$ cat src/design/tabs_pkg.sv
`timescale 1ns / 1ps
`default_nettype none
package tabs_pkg;

    localparam int MAX_BREAKPOINTS_DEF = 32;
    localparam int CNT_W  = 6;
    localparam int IDX_W  = 5;
    localparam int POS_W  = 5;
    localparam int F_W    = 32;

    // request and register codes
    localparam logic REQ_LOAD    = 1'b0;
    localparam logic REQ_LOOKUP  = 1'b1;
    localparam logic AXIS_X      = 1'b0;
    localparam logic AXIS_Y      = 1'b1;
    localparam logic CFG_X_COUNT = 1'b0;
    localparam logic CFG_Y_COUNT = 1'b1;

    // arithmetic unit operations
    localparam logic OP_SUB = 1'b0;
    localparam logic OP_DIV = 1'b1;

    localparam logic [F_W-1:0] QNAN = 32'h7FC0_0000;

    typedef struct packed {
        logic             start;
        logic             op;
        logic [F_W-1:0]   a;
        logic [F_W-1:0]   b;
    } t_fpu_req;

    typedef struct packed {
        logic             done;
        logic [IDX_W-1:0] index;
        logic [F_W-1:0]   fraction;
    } t_lane_res;

    function automatic logic f_nan(input logic [31:0] x);
        return (x[30:23] == 8'hFF) && (x[22:0] != 23'd0);
    endfunction

    // map a float onto an unsigned key that orders like the value
    function automatic logic [31:0] f_key(input logic [31:0] x);
        return x[31] ? ~x : {1'b1, x[30:0]};
    endfunction

    function automatic logic f_lt(input logic [31:0] a, input logic [31:0] b);
        logic zz;
        zz = ((a[30:0] | b[30:0]) == 31'd0);
        return !f_nan(a) && !f_nan(b) && !zz && (f_key(a) < f_key(b));
    endfunction

    function automatic logic f_le(input logic [31:0] a, input logic [31:0] b);
        logic zz;
        zz = ((a[30:0] | b[30:0]) == 31'd0);
        return !f_nan(a) && !f_nan(b) && (zz || (f_key(a) <= f_key(b)));
    endfunction

    // shift right, folding lost bits into the sticky bit
    function automatic logic [26:0] sh_sticky(input logic [26:0] x, input logic [8:0] sh);
        logic [26:0] mask;
        logic [26:0] y;
        if (sh >= 9'd27) begin
            return {26'd0, |x};
        end
        mask = ~({27{1'b1}} << sh);
        y    = x >> sh;
        return {y[26:1], y[0] | (|(x & mask))};
    endfunction

    // round to nearest even and pack; x holds mantissa, guard, round, sticky
    function automatic logic [31:0] round_pack(input logic s, input logic signed [9:0] e,
                                               input logic [26:0] x);
        logic              up;
        logic [24:0]       m;
        logic signed [9:0] ee;
        up = x[2] & (x[1] | x[0] | x[3]);
        m  = {1'b0, x[26:3]} + {24'd0, up};
        ee = e;
        if (m[24]) begin
            m  = m >> 1;
            ee = e + 10'sd1;
        end
        if (ee >= 10'sd255) begin
            return {s, 8'hFF, 23'd0};
        end
        if (!m[23]) begin
            return {s, 8'd0, m[22:0]};
        end
        return {s, ee[7:0], m[22:0]};
    endfunction

endpackage
`default_nettype wire

$ cat src/design/tabs_fpu.sv
`timescale 1ns / 1ps
`default_nettype none
module tabs_fpu (
    input  wire logic               i_clk,
    input  wire logic               i_rst_n,
    input  wire tabs_pkg::t_fpu_req i_req,
    output logic                    o_done,
    output logic [31:0]             o_result
);
    import tabs_pkg::*;

    localparam logic [3:0] F_IDLE   = 4'd0;
    localparam logic [3:0] F_ALIGN  = 4'd1;
    localparam logic [3:0] F_ADD    = 4'd2;
    localparam logic [3:0] F_NORM   = 4'd3;
    localparam logic [3:0] F_DNORM  = 4'd4;
    localparam logic [3:0] F_DITER  = 4'd5;
    localparam logic [3:0] F_DSHIFT = 4'd6;
    localparam logic [3:0] F_RND    = 4'd7;

    logic [3:0]        r_state, n_state;
    logic              r_sign, n_sign;
    logic              r_eff, n_eff;
    logic signed [9:0] r_exp, n_exp;
    logic [26:0]       r_ma, n_ma;
    logic [26:0]       r_mb, n_mb;
    logic [7:0]        r_dd, n_dd;
    logic [27:0]       r_sum, n_sum;
    logic [25:0]       r_q, n_q;
    logic [4:0]        r_cnt, n_cnt;
    logic [31:0]       r_res, n_res;
    logic              r_done, n_done;

    logic [31:0]       a, b;
    logic [7:0]        ee_a, ee_b;
    logic [23:0]       m_a, m_b;
    logic              nan_a, nan_b, inf_a, inf_b, zero_a, zero_b, sb2;
    logic [27:0]       add_sum;
    logic [26:0]       div_diff;
    logic              div_ge;
    logic [26:0]       div_ext;
    logic signed [9:0] neg_exp;

    // unpack operands
    always_comb begin
        a      = i_req.a;
        b      = i_req.b;
        ee_a   = (a[30:23] == 8'd0) ? 8'd1 : a[30:23];
        ee_b   = (b[30:23] == 8'd0) ? 8'd1 : b[30:23];
        m_a    = {a[30:23] != 8'd0, a[22:0]};
        m_b    = {b[30:23] != 8'd0, b[22:0]};
        nan_a  = f_nan(a);
        nan_b  = f_nan(b);
        inf_a  = (a[30:0] == 31'h7F80_0000);
        inf_b  = (b[30:0] == 31'h7F80_0000);
        zero_a = (a[30:0] == 31'd0);
        zero_b = (b[30:0] == 31'd0);
        sb2    = ~b[31];
    end

    always_comb begin
        add_sum  = r_eff ? ({1'b0, r_ma} - {1'b0, r_mb}) : ({1'b0, r_ma} + {1'b0, r_mb});
        div_ge   = (r_ma >= r_mb);
        div_diff = r_ma - r_mb;
        div_ext  = {r_q, |r_ma};
        neg_exp  = 10'sd1 - r_exp;
    end

    // sequence one operation
    always_comb begin
        n_state = r_state;
        n_sign  = r_sign;
        n_eff   = r_eff;
        n_exp   = r_exp;
        n_ma    = r_ma;
        n_mb    = r_mb;
        n_dd    = r_dd;
        n_sum   = r_sum;
        n_q     = r_q;
        n_cnt   = r_cnt;
        n_res   = r_res;
        n_done  = 1'b0;
        case (r_state)
            F_IDLE: begin
                if (i_req.start) begin
                    if (i_req.op == OP_SUB) begin
                        if (nan_a || nan_b) begin
                            n_res  = QNAN;
                            n_done = 1'b1;
                        end else if (inf_a && inf_b) begin
                            n_res  = (a[31] == sb2) ? a : QNAN;
                            n_done = 1'b1;
                        end else if (inf_a) begin
                            n_res  = a;
                            n_done = 1'b1;
                        end else if (inf_b) begin
                            n_res  = {sb2, 8'hFF, 23'd0};
                            n_done = 1'b1;
                        end else begin
                            if (a[30:0] >= b[30:0]) begin
                                n_sign = a[31];
                                n_exp  = {2'b00, ee_a};
                                n_ma   = {m_a, 3'b000};
                                n_mb   = {m_b, 3'b000};
                                n_dd   = ee_a - ee_b;
                            end else begin
                                n_sign = sb2;
                                n_exp  = {2'b00, ee_b};
                                n_ma   = {m_b, 3'b000};
                                n_mb   = {m_a, 3'b000};
                                n_dd   = ee_b - ee_a;
                            end
                            n_eff   = a[31] ^ sb2;
                            n_state = F_ALIGN;
                        end
                    end else begin
                        n_sign = a[31] ^ b[31];
                        if (nan_a || nan_b || (inf_a && inf_b) || (zero_a && zero_b)) begin
                            n_res  = QNAN;
                            n_done = 1'b1;
                        end else if (inf_a || zero_b) begin
                            n_res  = {a[31] ^ b[31], 8'hFF, 23'd0};
                            n_done = 1'b1;
                        end else if (zero_a || inf_b) begin
                            n_res  = {a[31] ^ b[31], 31'd0};
                            n_done = 1'b1;
                        end else begin
                            n_ma    = {3'b000, m_a};
                            n_mb    = {3'b000, m_b};
                            n_exp   = $signed({2'b00, ee_a}) - $signed({2'b00, ee_b}) + 10'sd127;
                            n_state = F_DNORM;
                        end
                    end
                end
            end
            F_ALIGN: begin
                n_mb    = sh_sticky(r_mb, {1'b0, r_dd});
                n_state = F_ADD;
            end
            F_ADD: begin
                if (add_sum[27]) begin
                    n_sum = {1'b0, add_sum[27:2], add_sum[1] | add_sum[0]};
                    n_exp = r_exp + 10'sd1;
                end else begin
                    n_sum = add_sum;
                end
                n_state = F_NORM;
            end
            F_NORM: begin
                // shift left one place a cycle until the leading one sits or the exponent is down to 1
                if (r_sum == 28'd0) begin
                    n_res   = {~r_eff & r_sign, 31'd0};
                    n_done  = 1'b1;
                    n_state = F_IDLE;
                end else if (!r_sum[26] && (r_exp > 10'sd1)) begin
                    n_sum = {r_sum[26:0], 1'b0};
                    n_exp = r_exp - 10'sd1;
                end else begin
                    n_state = F_RND;
                end
            end
            F_DNORM: begin
                if (!r_ma[23]) begin
                    n_ma  = {r_ma[25:0], 1'b0};
                    n_exp = r_exp - 10'sd1;
                end else if (!r_mb[23]) begin
                    n_mb  = {r_mb[25:0], 1'b0};
                    n_exp = r_exp + 10'sd1;
                end else begin
                    if (r_ma < r_mb) begin
                        n_ma  = {r_ma[25:0], 1'b0};
                        n_exp = r_exp - 10'sd1;
                    end
                    n_q     = 26'd0;
                    n_cnt   = 5'd0;
                    n_state = F_DITER;
                end
            end
            F_DITER: begin
                // one quotient bit a cycle
                n_ma  = div_ge ? {div_diff[25:0], 1'b0} : {r_ma[25:0], 1'b0};
                n_q   = {r_q[24:0], div_ge};
                n_cnt = r_cnt + 5'd1;
                if (r_cnt == 5'd25) begin
                    n_state = F_DSHIFT;
                end
            end
            F_DSHIFT: begin
                if (r_exp < 10'sd1) begin
                    n_sum = {1'b0, sh_sticky(div_ext, neg_exp[8:0])};
                    n_exp = 10'sd1;
                end else begin
                    n_sum = {1'b0, div_ext};
                end
                n_state = F_RND;
            end
            F_RND: begin
                n_res   = round_pack(r_sign, r_exp, r_sum[26:0]);
                n_done  = 1'b1;
                n_state = F_IDLE;
            end
            default: begin
                n_state = F_IDLE;
            end
        endcase
    end

    always_ff @(posedge i_clk) begin
        if (!i_rst_n) begin
            r_state <= F_IDLE;
            r_done  <= 1'b0;
        end else begin
            r_state <= n_state;
            r_done  <= n_done;
        end
        r_sign <= n_sign;
        r_eff  <= n_eff;
        r_exp  <= n_exp;
        r_ma   <= n_ma;
        r_mb   <= n_mb;
        r_dd   <= n_dd;
        r_sum  <= n_sum;
        r_q    <= n_q;
        r_cnt  <= n_cnt;
        r_res  <= n_res;
    end

    assign o_done   = r_done;
    assign o_result = r_res;

endmodule
`default_nettype wire

$ cat src/design/tabs_lane.sv
`timescale 1ns / 1ps
`default_nettype none
module tabs_lane #(
    parameter int MAX_BREAKPOINTS = tabs_pkg::MAX_BREAKPOINTS_DEF,
    parameter int AW              = (MAX_BREAKPOINTS > 1) ? $clog2(MAX_BREAKPOINTS) : 1
) (
    input  wire logic                       i_clk,
    input  wire logic                       i_rst_n,
    input  wire logic                       i_wr_en,
    input  wire logic [AW-1:0]              i_wr_addr,
    input  wire logic [31:0]                i_wr_data,
    input  wire logic                       i_start,
    input  wire logic [tabs_pkg::CNT_W-1:0] i_count,
    input  wire logic [31:0]                i_value,
    output tabs_pkg::t_lane_res             o_res
);
    import tabs_pkg::*;

    localparam logic [2:0] L_IDLE = 3'd0;
    localparam logic [2:0] L_HI   = 3'd1;
    localparam logic [2:0] L_LO   = 3'd2;
    localparam logic [2:0] L_SCAN = 3'd3;
    localparam logic [2:0] L_NUM  = 3'd4;
    localparam logic [2:0] L_DEN  = 3'd5;
    localparam logic [2:0] L_DIV  = 3'd6;

    localparam logic [8:0] MAX9 = 9'(MAX_BREAKPOINTS);

    logic [31:0]    r_mem [MAX_BREAKPOINTS];
    logic [31:0]    r_rd_a, r_rd_b;

    logic [2:0]     r_state, n_state;
    logic [31:0]    r_v, n_v;
    logic [AW-1:0]  r_last, n_last;
    logic [AW-1:0]  r_k, n_k;
    logic [31:0]    r_lo, n_lo;
    logic [31:0]    r_hi, n_hi;
    logic [31:0]    r_num, n_num;
    logic [AW-1:0]  r_idx, n_idx;
    logic [31:0]    r_frac, n_frac;
    logic           r_done, n_done;

    logic [AW-1:0]  rd_addr_a, rd_addr_b;
    logic [8:0]     cnt9, n9, last9;
    logic [AW-1:0]  kp1, kp2;
    logic           scan_end;
    logic [AW+4:0]  idx_ext;
    t_fpu_req       fpu_req;
    logic           fpu_done;
    logic [31:0]    fpu_res;

    tabs_fpu u_fpu (
        .i_clk    (i_clk),
        .i_rst_n  (i_rst_n),
        .i_req    (fpu_req),
        .o_done   (fpu_done),
        .o_result (fpu_res)
    );

    // clamp the count into 1..MAX
    always_comb begin
        cnt9 = {3'b000, i_count};
        if (cnt9 == 9'd0) begin
            n9 = 9'd1;
        end else if (cnt9 > MAX9) begin
            n9 = MAX9;
        end else begin
            n9 = cnt9;
        end
        last9    = n9 - 9'd1;
        kp1      = r_k + AW'(1);
        kp2      = r_k + AW'(2);
        scan_end = ({1'b0, r_k} + {{AW{1'b0}}, 1'b1}) >= {1'b0, r_last};
    end

    always_comb begin
        n_state   = r_state;
        n_v       = r_v;
        n_last    = r_last;
        n_k       = r_k;
        n_lo      = r_lo;
        n_hi      = r_hi;
        n_num     = r_num;
        n_idx     = r_idx;
        n_frac    = r_frac;
        n_done    = 1'b0;
        rd_addr_a = r_k;
        rd_addr_b = kp1;
        fpu_req   = '{start: 1'b0, op: OP_SUB, a: r_v, b: r_rd_a};
        case (r_state)
            L_IDLE: begin
                if (i_start) begin
                    n_v       = i_value;
                    n_last    = last9[AW-1:0];
                    rd_addr_a = last9[AW-1:0];
                    n_state   = L_HI;
                end
            end
            L_HI: begin
                // not below the last breakpoint, NaN included: clamp high
                if (!f_lt(r_v, r_rd_a)) begin
                    n_idx   = r_last;
                    n_frac  = 32'd0;
                    n_done  = 1'b1;
                    n_state = L_IDLE;
                end else begin
                    rd_addr_a = AW'(0);
                    n_state   = L_LO;
                end
            end
            L_LO: begin
                if (f_lt(r_v, r_rd_a)) begin
                    n_idx   = AW'(0);
                    n_frac  = 32'd0;
                    n_done  = 1'b1;
                    n_state = L_IDLE;
                end else begin
                    n_k       = AW'(0);
                    rd_addr_a = AW'(0);
                    rd_addr_b = AW'(1);
                    n_state   = L_SCAN;
                end
            end
            L_SCAN: begin
                // test one interval a cycle
                if (f_le(r_rd_a, r_v) && f_lt(r_v, r_rd_b)) begin
                    n_lo          = r_rd_a;
                    n_hi          = r_rd_b;
                    n_idx         = r_k;
                    fpu_req.start = 1'b1;
                    n_state       = L_NUM;
                end else if (scan_end) begin
                    n_idx   = r_last;
                    n_frac  = 32'd0;
                    n_done  = 1'b1;
                    n_state = L_IDLE;
                end else begin
                    n_k       = kp1;
                    rd_addr_a = kp1;
                    rd_addr_b = kp2;
                end
            end
            L_NUM: begin
                fpu_req.a = r_hi;
                fpu_req.b = r_lo;
                if (fpu_done) begin
                    n_num         = fpu_res;
                    fpu_req.start = 1'b1;
                    n_state       = L_DEN;
                end
            end
            L_DEN: begin
                fpu_req.op = OP_DIV;
                fpu_req.a  = r_num;
                fpu_req.b  = fpu_res;
                if (fpu_done) begin
                    if (fpu_res[30:0] == 31'd0) begin
                        n_frac  = 32'd0;
                        n_done  = 1'b1;
                        n_state = L_IDLE;
                    end else begin
                        fpu_req.start = 1'b1;
                        n_state       = L_DIV;
                    end
                end
            end
            L_DIV: begin
                if (fpu_done) begin
                    n_frac  = f_nan(fpu_res) ? QNAN : fpu_res;
                    n_done  = 1'b1;
                    n_state = L_IDLE;
                end
            end
            default: begin
                n_state = L_IDLE;
            end
        endcase
    end

    // breakpoint table: one write port, two registered read ports
    always_ff @(posedge i_clk) begin
        if (i_wr_en) begin
            r_mem[i_wr_addr] <= i_wr_data;
        end
        r_rd_a <= r_mem[rd_addr_a];
        r_rd_b <= r_mem[rd_addr_b];
    end

    always_ff @(posedge i_clk) begin
        if (!i_rst_n) begin
            r_state <= L_IDLE;
            r_done  <= 1'b0;
        end else begin
            r_state <= n_state;
            r_done  <= n_done;
        end
        r_v    <= n_v;
        r_last <= n_last;
        r_k    <= n_k;
        r_lo   <= n_lo;
        r_hi   <= n_hi;
        r_num  <= n_num;
        r_idx  <= n_idx;
        r_frac <= n_frac;
    end

    assign idx_ext        = {5'd0, r_idx};
    assign o_res.done     = r_done;
    assign o_res.index    = idx_ext[IDX_W-1:0];
    assign o_res.fraction = r_frac;

endmodule
`default_nettype wire

$ cat config.mk
export PLATFORM = sky130hd
export DESIGN_NAME = tabs_lane
export DESIGN_NICKNAME = d
export VERILOG_FILES = /design/src/design/tabs_pkg.sv /design/src/design/tabs_fpu.sv /design/src/design/tabs_lane.sv
export SDC_FILE = /design/constraint.sdc
export NUM_CORES = 2
export LEC_CHECK = 0
export BUFFER_PORTS_ARGS = -buffer_cell sky130_fd_sc_hd__buf_2
export CAP_MARGIN = 20
export CELL_PAD_IN_SITES_DETAIL_PLACEMENT = 0
export CELL_PAD_IN_SITES_GLOBAL_PLACEMENT = 1
export CORE_AREA = 2 2 377 379
export CTS_BUF_LIST = sky130_fd_sc_hd__clkbuf_8
export CTS_CLUSTER_DIAMETER = 200
export DETAILED_ROUTE_END_ITERATION = 10
export DIE_AREA = 0 0 379 381
export PLACE_DENSITY_LB_ADDON = 0.1
export SYNTH_ARGS = -nofsm -noshare
export SYNTH_HDL_FRONTEND = slang
export SYNTH_SLANG_ARGS = --single-unit
$ cat constraint.sdc
create_clock -name i_clk -period 18.8 [get_ports i_clk]
set_input_delay 1.88 -clock i_clk [delete_from_list [all_inputs] [get_ports i_clk]]
set_output_delay 1.88 -clock i_clk [all_outputs]
set_load 0.01 [all_outputs]
======== Word level (Yosys, flattened, before mapping) ========
Memory sizes are Yosys's and may differ from the RTL's. A register that Yosys moved wholly into a read port is not among the register bits.
Cells that the tools add are included.
word-level totals
  register bits after elaboration ......... 349
  memories ................................ 1
  RAM bits ................................ 1024
  output and inout port bits .............. 38
  word-level logic and storage cells ...... 405
cells by class
  shifts and indexed selects .............. 4
  magnitude comparators ................... 13
  equality and inequality tests ........... 60
  bitwise logic cells ..................... 25
  $add $sub $neg .......................... 16
  reduce and logical (&&, ||, !) cells .... 79
  muxes and demuxes ....................... 183
memory list
  memory  depth  width  read ports  clocked after Yosys merged registers in  wr ports  line             source
  r_mem   32     32     2           2                                        1         tabs_lane.sv:29  logic [31:0] r_mem [MAX_BREAKPOINTS];
operators by type and width
  operator              number
  $mux 27               32
  $mux 32               26
  $mux 10               18
  $pmux 27 s3           2
  $pmux 32 s5           1
  $logic_not 31->1      5
  $reduce_bool 23->1    6
  $pmux 64 s2           1
  $reduce_or 27->1      4
  $not 32->32           3
  $pmux 32 s3           1
  $mux 28               3
  $pmux 28 s3           1
  $mux 5                16
  $lt 32x32->1          2
  $eq 31x31->1 const B  2
  $or 31x31->31         2
  $mux 4                14
  $and 27x27->27        2
  $not 27->27           2
  $reduce_or 53->1      1
  $mux 26               2
  $pmux 26 s2           1
  $pmux 10 s5           1
  85 further kinds      232

======== Depth between registers and ports, before layout ========
  depth after elaboration ................. 14
  gate-level depth with buffers ........... 24

======== Cells and area by module ========
Synthesis repeated with hierarchy kept, for this count alone.
second synthesis, totals
  cell total of the unflattened synthesis .. 7921
  area, all modules ....................... 80133.1 sq um
modules (own cells, without submodules)
  module     cells an instance  area each (sq um)  times used  seq. area each (sq um)
  tabs_lane  5645               61417.7            1           37365.8
  tabs_fpu   2276               18715.4            1           5034.8

======== Worst setup path after synthesis ========
OpenSTA, ideal clock, no wires.
  kind .................................... flip-flop to flip-flop
  from .................................... reg r_v[31]
  to ...................................... reg r_done
  setup time .............................. 0.083 ns
  required time ........................... 18.717 ns
  path slack .............................. 9.769 ns
  data arrival time ....................... 8.948 ns
  stages on the path, launching flop included .. 15
  path buffers ............................ 2
  cell sequence ........................... edfxtp_1 clkbuf_1 buf_1 xor2_1 inv_1 ha_1 nand4_2 nor4_4 nor3b_4 o31ai_4 a211oi_4 mux2i_1 o21ai_0 a2111oi_0 o2111a_1
between the ends
  word-level cells in the longest chain between the ends .. 8
RTL lines
  what                    line              source
  start, declared         tabs_lane.sv:33   logic [31:0] r_v, n_v;
  start signal, assigned  tabs_lane.sv:197  r_v <= n_v;
  $not 32->32             tabs_pkg.sv:44    return x[31] ? ~x : {1'b1, x[30:0]};
  $mux 32 *               tabs_pkg.sv:44
  $le 32x32->1            tabs_pkg.sv:56    return !f_nan(a) && !f_nan(b) && (zz || (f_key(a) <= f_key(b)));
  $logic_or 1x1->1        tabs_pkg.sv:56
  $logic_and 1x1->1       tabs_pkg.sv:56
  $logic_and 1x1->1       tabs_lane.sv:126  if (f_le(r_rd_a, r_v) && f_lt(r_v, r_rd_b)) begin
  $mux 1                  tabs_lane.sv:126
  $pmux 1 s5 *            tabs_lane.sv:90   case (r_state)
  end signal, assigned    tabs_lane.sv:195  r_done <= n_done;
  end, declared           tabs_lane.sv:41   logic r_done, n_done;
Every way passes the cells marked *; elsewhere a longest branch is shown, timed or not.
A chain may end at the register's enable or synchronous reset.

======== Worst setup path in the final report ========
  from .................................... reg r_rd_b[31], read port of r_mem
  to ...................................... reg r_rd_a[16], read port of r_mem
between the ends
  word-level cells in the longest chain between the ends .. 7
RTL lines
  what                 line              source
  start, declared      tabs_lane.sv:30   logic [31:0] r_rd_a, r_rd_b;
  $not 32->32          tabs_pkg.sv:44
  $mux 32 *            tabs_pkg.sv:44
  $lt 32x32->1 *       tabs_pkg.sv:50    return !f_nan(a) && !f_nan(b) && !zz && (f_key(a) < f_key(b));
  $logic_and 1x1->1 *  tabs_pkg.sv:50
  $logic_and 1x1->1 *  tabs_lane.sv:126
  $mux 5 *             n/a
  $pmux 5 s4 *         tabs_lane.sv:90
  end, declared        tabs_lane.sv:30
Marks and branches as above.

==> results.sh <==
export IMPL_cts_reportedPaths_clkPinSlew_ns=0.06
export IMPL_cpMostUsedCell="buf_4"
export IMPL_critical_path_depth=17
export IMPL_final_setup_skew_ns=0.103
export IMPL_antenna_found_initial=28
export IMPL_crit_path_max_incr_delay_ns=1.01
export IMPL_rsz0062_at_grt="false"
export IMPL_crit_buf_inv=3
export IMPL_slew_headroom=0.150
export IMPL_required_ns=19.70
export IMPL_post_place_ws_ns=11.28
export IMPL_row_count=138
export IMPL_critPathSlowestCell="dfxtp_2"
export IMPL_via_per_inst=6.84
export IMPL_arrival_ns=8.72
export IMPL_hp_class="flip-flop to flip-flop"
export IMPL_cts_tree="done"
export IMPL_portBuffers=116
export IMPL_synth_top_cell_area_share=0.514
export IMPL_first_pass_iters=6
export IMPL_yosys_warnings=0
export IMPL_overflow=0
export IMPL_synth_fp_nets=7756
export IMPL_ant_nets=0
export IMPL_area_delta_synth_final_pct=9.31
export IMPL_synth_cells=7491
export IMPL_cts_buffers=234
export IMPL_critPathKind="flip-flop to flip-flop"
export IMPL_critPathTopFamily="compound AO/OA/AOI/OAI gates"
export IMPL_finalCriticalPeriod_ns=7.82
export IMPL_grt_max_degree=142
export IMPL_cts_root_buf="clkbuf_8"
export IMPL_path_cells="xnor2_1 > ha_1 > a211oi_1 > nand3_1 > a211o_1 > a21o_1 > a31oi_2 > nand4_1 > a221oi_1 > or2_4 > buf_4 > buf_4 > mux2i_1 > a22oi_1 > a32oi_1 > o211ai_1 > buf_8"
export IMPL_grt_usage=0.415
export IMPL_final_common_cell="nand2_1"
export IMPL_irDropWorstVdd_mv=0.206
export IMPL_clock_sinks=1436
export IMPL_worstHoldPathCells=0
export IMPL_endpoint_kind="flip-flop"
export IMPL_synth_top_flop_cell="edfxtp_1"
export IMPL_critPathLaunch="r_rd_b[31]"
export IMPL_htree_levels=4
export IMPL_cts_setup_buffers=0
export IMPL_design_area_sq_um=87000
export IMPL_fin_cells=9597
export IMPL_ys_seq_area_frac=0.532
export IMPL_clk_latency_ns=1.02
export IMPL_crit_path_max_fanout=56
export IMPL_drv_cap=0
export IMPL_hpwl_mm=189
export IMPL_drive_gt1_frac=0.109
export IMPL_final_cell_mix="1491 x nand2_1, 1364 x edfxtp_1, 596 x mux2i_1, 373 x nand3_1, 260 x nor2_1"
export IMPL_p_leak_nw=32.0
export IMPL_hold_viol=0
export IMPL_num_vias=65600
export IMPL_gp_congestion=0.962
export IMPL_die_w_microns=379
export IMPL_syn_area_sq_um=79600
export IMPL_wl_per_cell_microns=31.8
export IMPL_nets=7745
export IMPL_ios=117
export IMPL_reg2reg_depth=17
export IMPL_status="finished clean"
export IMPL_syn_area_per_cell_sq_um=10.6
export IMPL_async_flop_share=0
export IMPL_die_h_microns=381
export IMPL_ys_ff_latch=1436
export IMPL_setup_viol=0
export IMPL_startpoint_type="flip-flop"
export IMPL_r2r_start="r_rd_b[31]"
export IMPL_tns_ns=0
export IMPL_clock_path_buffers=3
export IMPL_grt_pass1_vias=61700
export IMPL_hold_start="r_rd_b[14]"
export IMPL_dp_cells=9126
export IMPL_layout_setup_ws_ns=10.98
export IMPL_drc=0
export IMPL_synth_distinct_cells=99
export IMPL_dieArea_sq_um=144000
export IMPL_max_slew_worst_pin_slew_ns=1.27
export IMPL_cts_resized=0
export IMPL_yosys_top_cells_area="edfxtp_1 51%, mux2i_1 7.5%, nand2_1 7.0%"
export IMPL_wl_mm=306
export IMPL_power_density_nw_per_um2=205
export IMPL_start_util=0.567
export IMPL_fin_crit_sh=0.416
export IMPL_placed_cell_area_sq_um=82100
export IMPL_synth_edff_count=1364
export IMPL_finalPower_w=0.0178
export IMPL_maxSlewViolCount=0
export IMPL_placeableCoreArea_sq_um=141000
export IMPL_grt_pass1_wl_mm=433
export IMPL_fmax_ghz=0.128
export IMPL_hold_buffers=0
export IMPL_yosysTopAreaCell="edfxtp_1"
export IMPL_drtIter0Drc=9169
## cells in the mapped netlist (all sizes together), types with 64 or more instances
| cell type | number |
|---|---|
| nand3 | 376 |
| a32oi | 66 |
| xnor2 | 102 |
| nand2 | 1495 |
| nand4 | 64 |
| o21ai | 232 |
| nor4 | 101 |
| a221oi | 87 |
| a21oi | 218 |
| a311oi | 116 |
| nor2 | 304 |
| ha | 182 |
| buf | 238 |
| edfxtp | 1364 |
| a31oi | 150 |
| inv | 178 |
| dfxtp | 72 |
| and3 | 193 |
| clkbuf | 314 |
| mux2i | 596 |
| o211ai | 70 |
| xor2 | 94 |
| o22ai | 106 |
| a211oi | 143 |
## routing by layer
metal / global-route usage / share of wire
met1: 0.512 / 0.36
met2: 0.649 / 0.45
met3: 0.0950 / 0.11
met4: 0.286 / 0.080
met5: 0 / 0.00027
## final timing paths
| path | endpoint | slack [ns] |
|---|---|---|
| setup / recovery | r_rd_a[16] | 10.98 |
| hold / removal | r_hi[14] | 0.51 |
| setup reg to reg | r_rd_a[16] | 10.98 |
| hold reg to reg | r_hi[14] | 0.51 |
## logic make-up (layout without fill, tap and decap cells)
| group | count (synthesis) | after routing | share of synthesized area |
|---|---|---|---|
| AND/OR/NAND/NOR | 2782 | 2782 | 0.158 |
| multiplexers | 657 | 657 | 0.0855 |
| adder cells (fa/ha/maj) | 190 | 190 | 0.0301 |
| XOR/XNOR | 196 | 196 | 0.0216 |
| buffers and inverters | 735 | 930 | 0.0394 |
| flip-flops | 1436 | 1436 | 0.532 |
| other | 0 | 21 | 0 |
| AO/OA/AOI/OAI | 1495 | 1495 | 0.133 |
## power by group
part | internal, W | switching, W | leakage, nW
Clock | 0.00145 | 0.00137 | 2.71
Combinational | 0.00350 | 0.00700 | 16.5
Sequential | 0.00398 | 0.000548 | 12.8
Total | 0.00893 | 0.00892 | 32.0
## stage by stage
| step | utilization | hold slack, ns |
|---|---|---|
| floorplan | - | 0.406 |
| global placement | 0.583 | 0.466 |
| detailed placement | 0.584 | 0.475 |
| CTS | 0.618 | 0.503 |
| global route | 0.619 | 0.526 |
| finish | 0.619 | 0.509 |
## flip-flops by register name, summed over array words and instances, names as in the netlist, 3 cells and up
register	flops
u_fpu.r_dd	8
r_idx	5
r_hi	32
u_fpu.r_exp	10
r_lo	32
u_fpu.r_q	26
r_num	32
u_fpu.r_sum	28
r_last	5
u_fpu.o_result	32
r_frac	32
u_fpu.r_state	3
r_v	32
u_fpu.r_cnt	5
r_state	3
r_rd_b	32
r_k	5
r_mem	1024
u_fpu.r_ma	27
u_fpu.r_mb	27
r_rd_a	32
## final cells by class
class / instances / area [sq um]
Clock buffer: 248 / 3410
Antenna cell: 21 / 52.6
Clock inverter: 194 / 1420
Multi-Input combinational cell: 5320 / 34600
Fill cell: 11700 / 53500
Timing Repair Buffer: 305 / 2140
Tap cell: 1890 / 2360
Inverter: 183 / 687
Sequential cell: 1436 / 42400
Note: power is estimated with default switching activity, not from simulation.
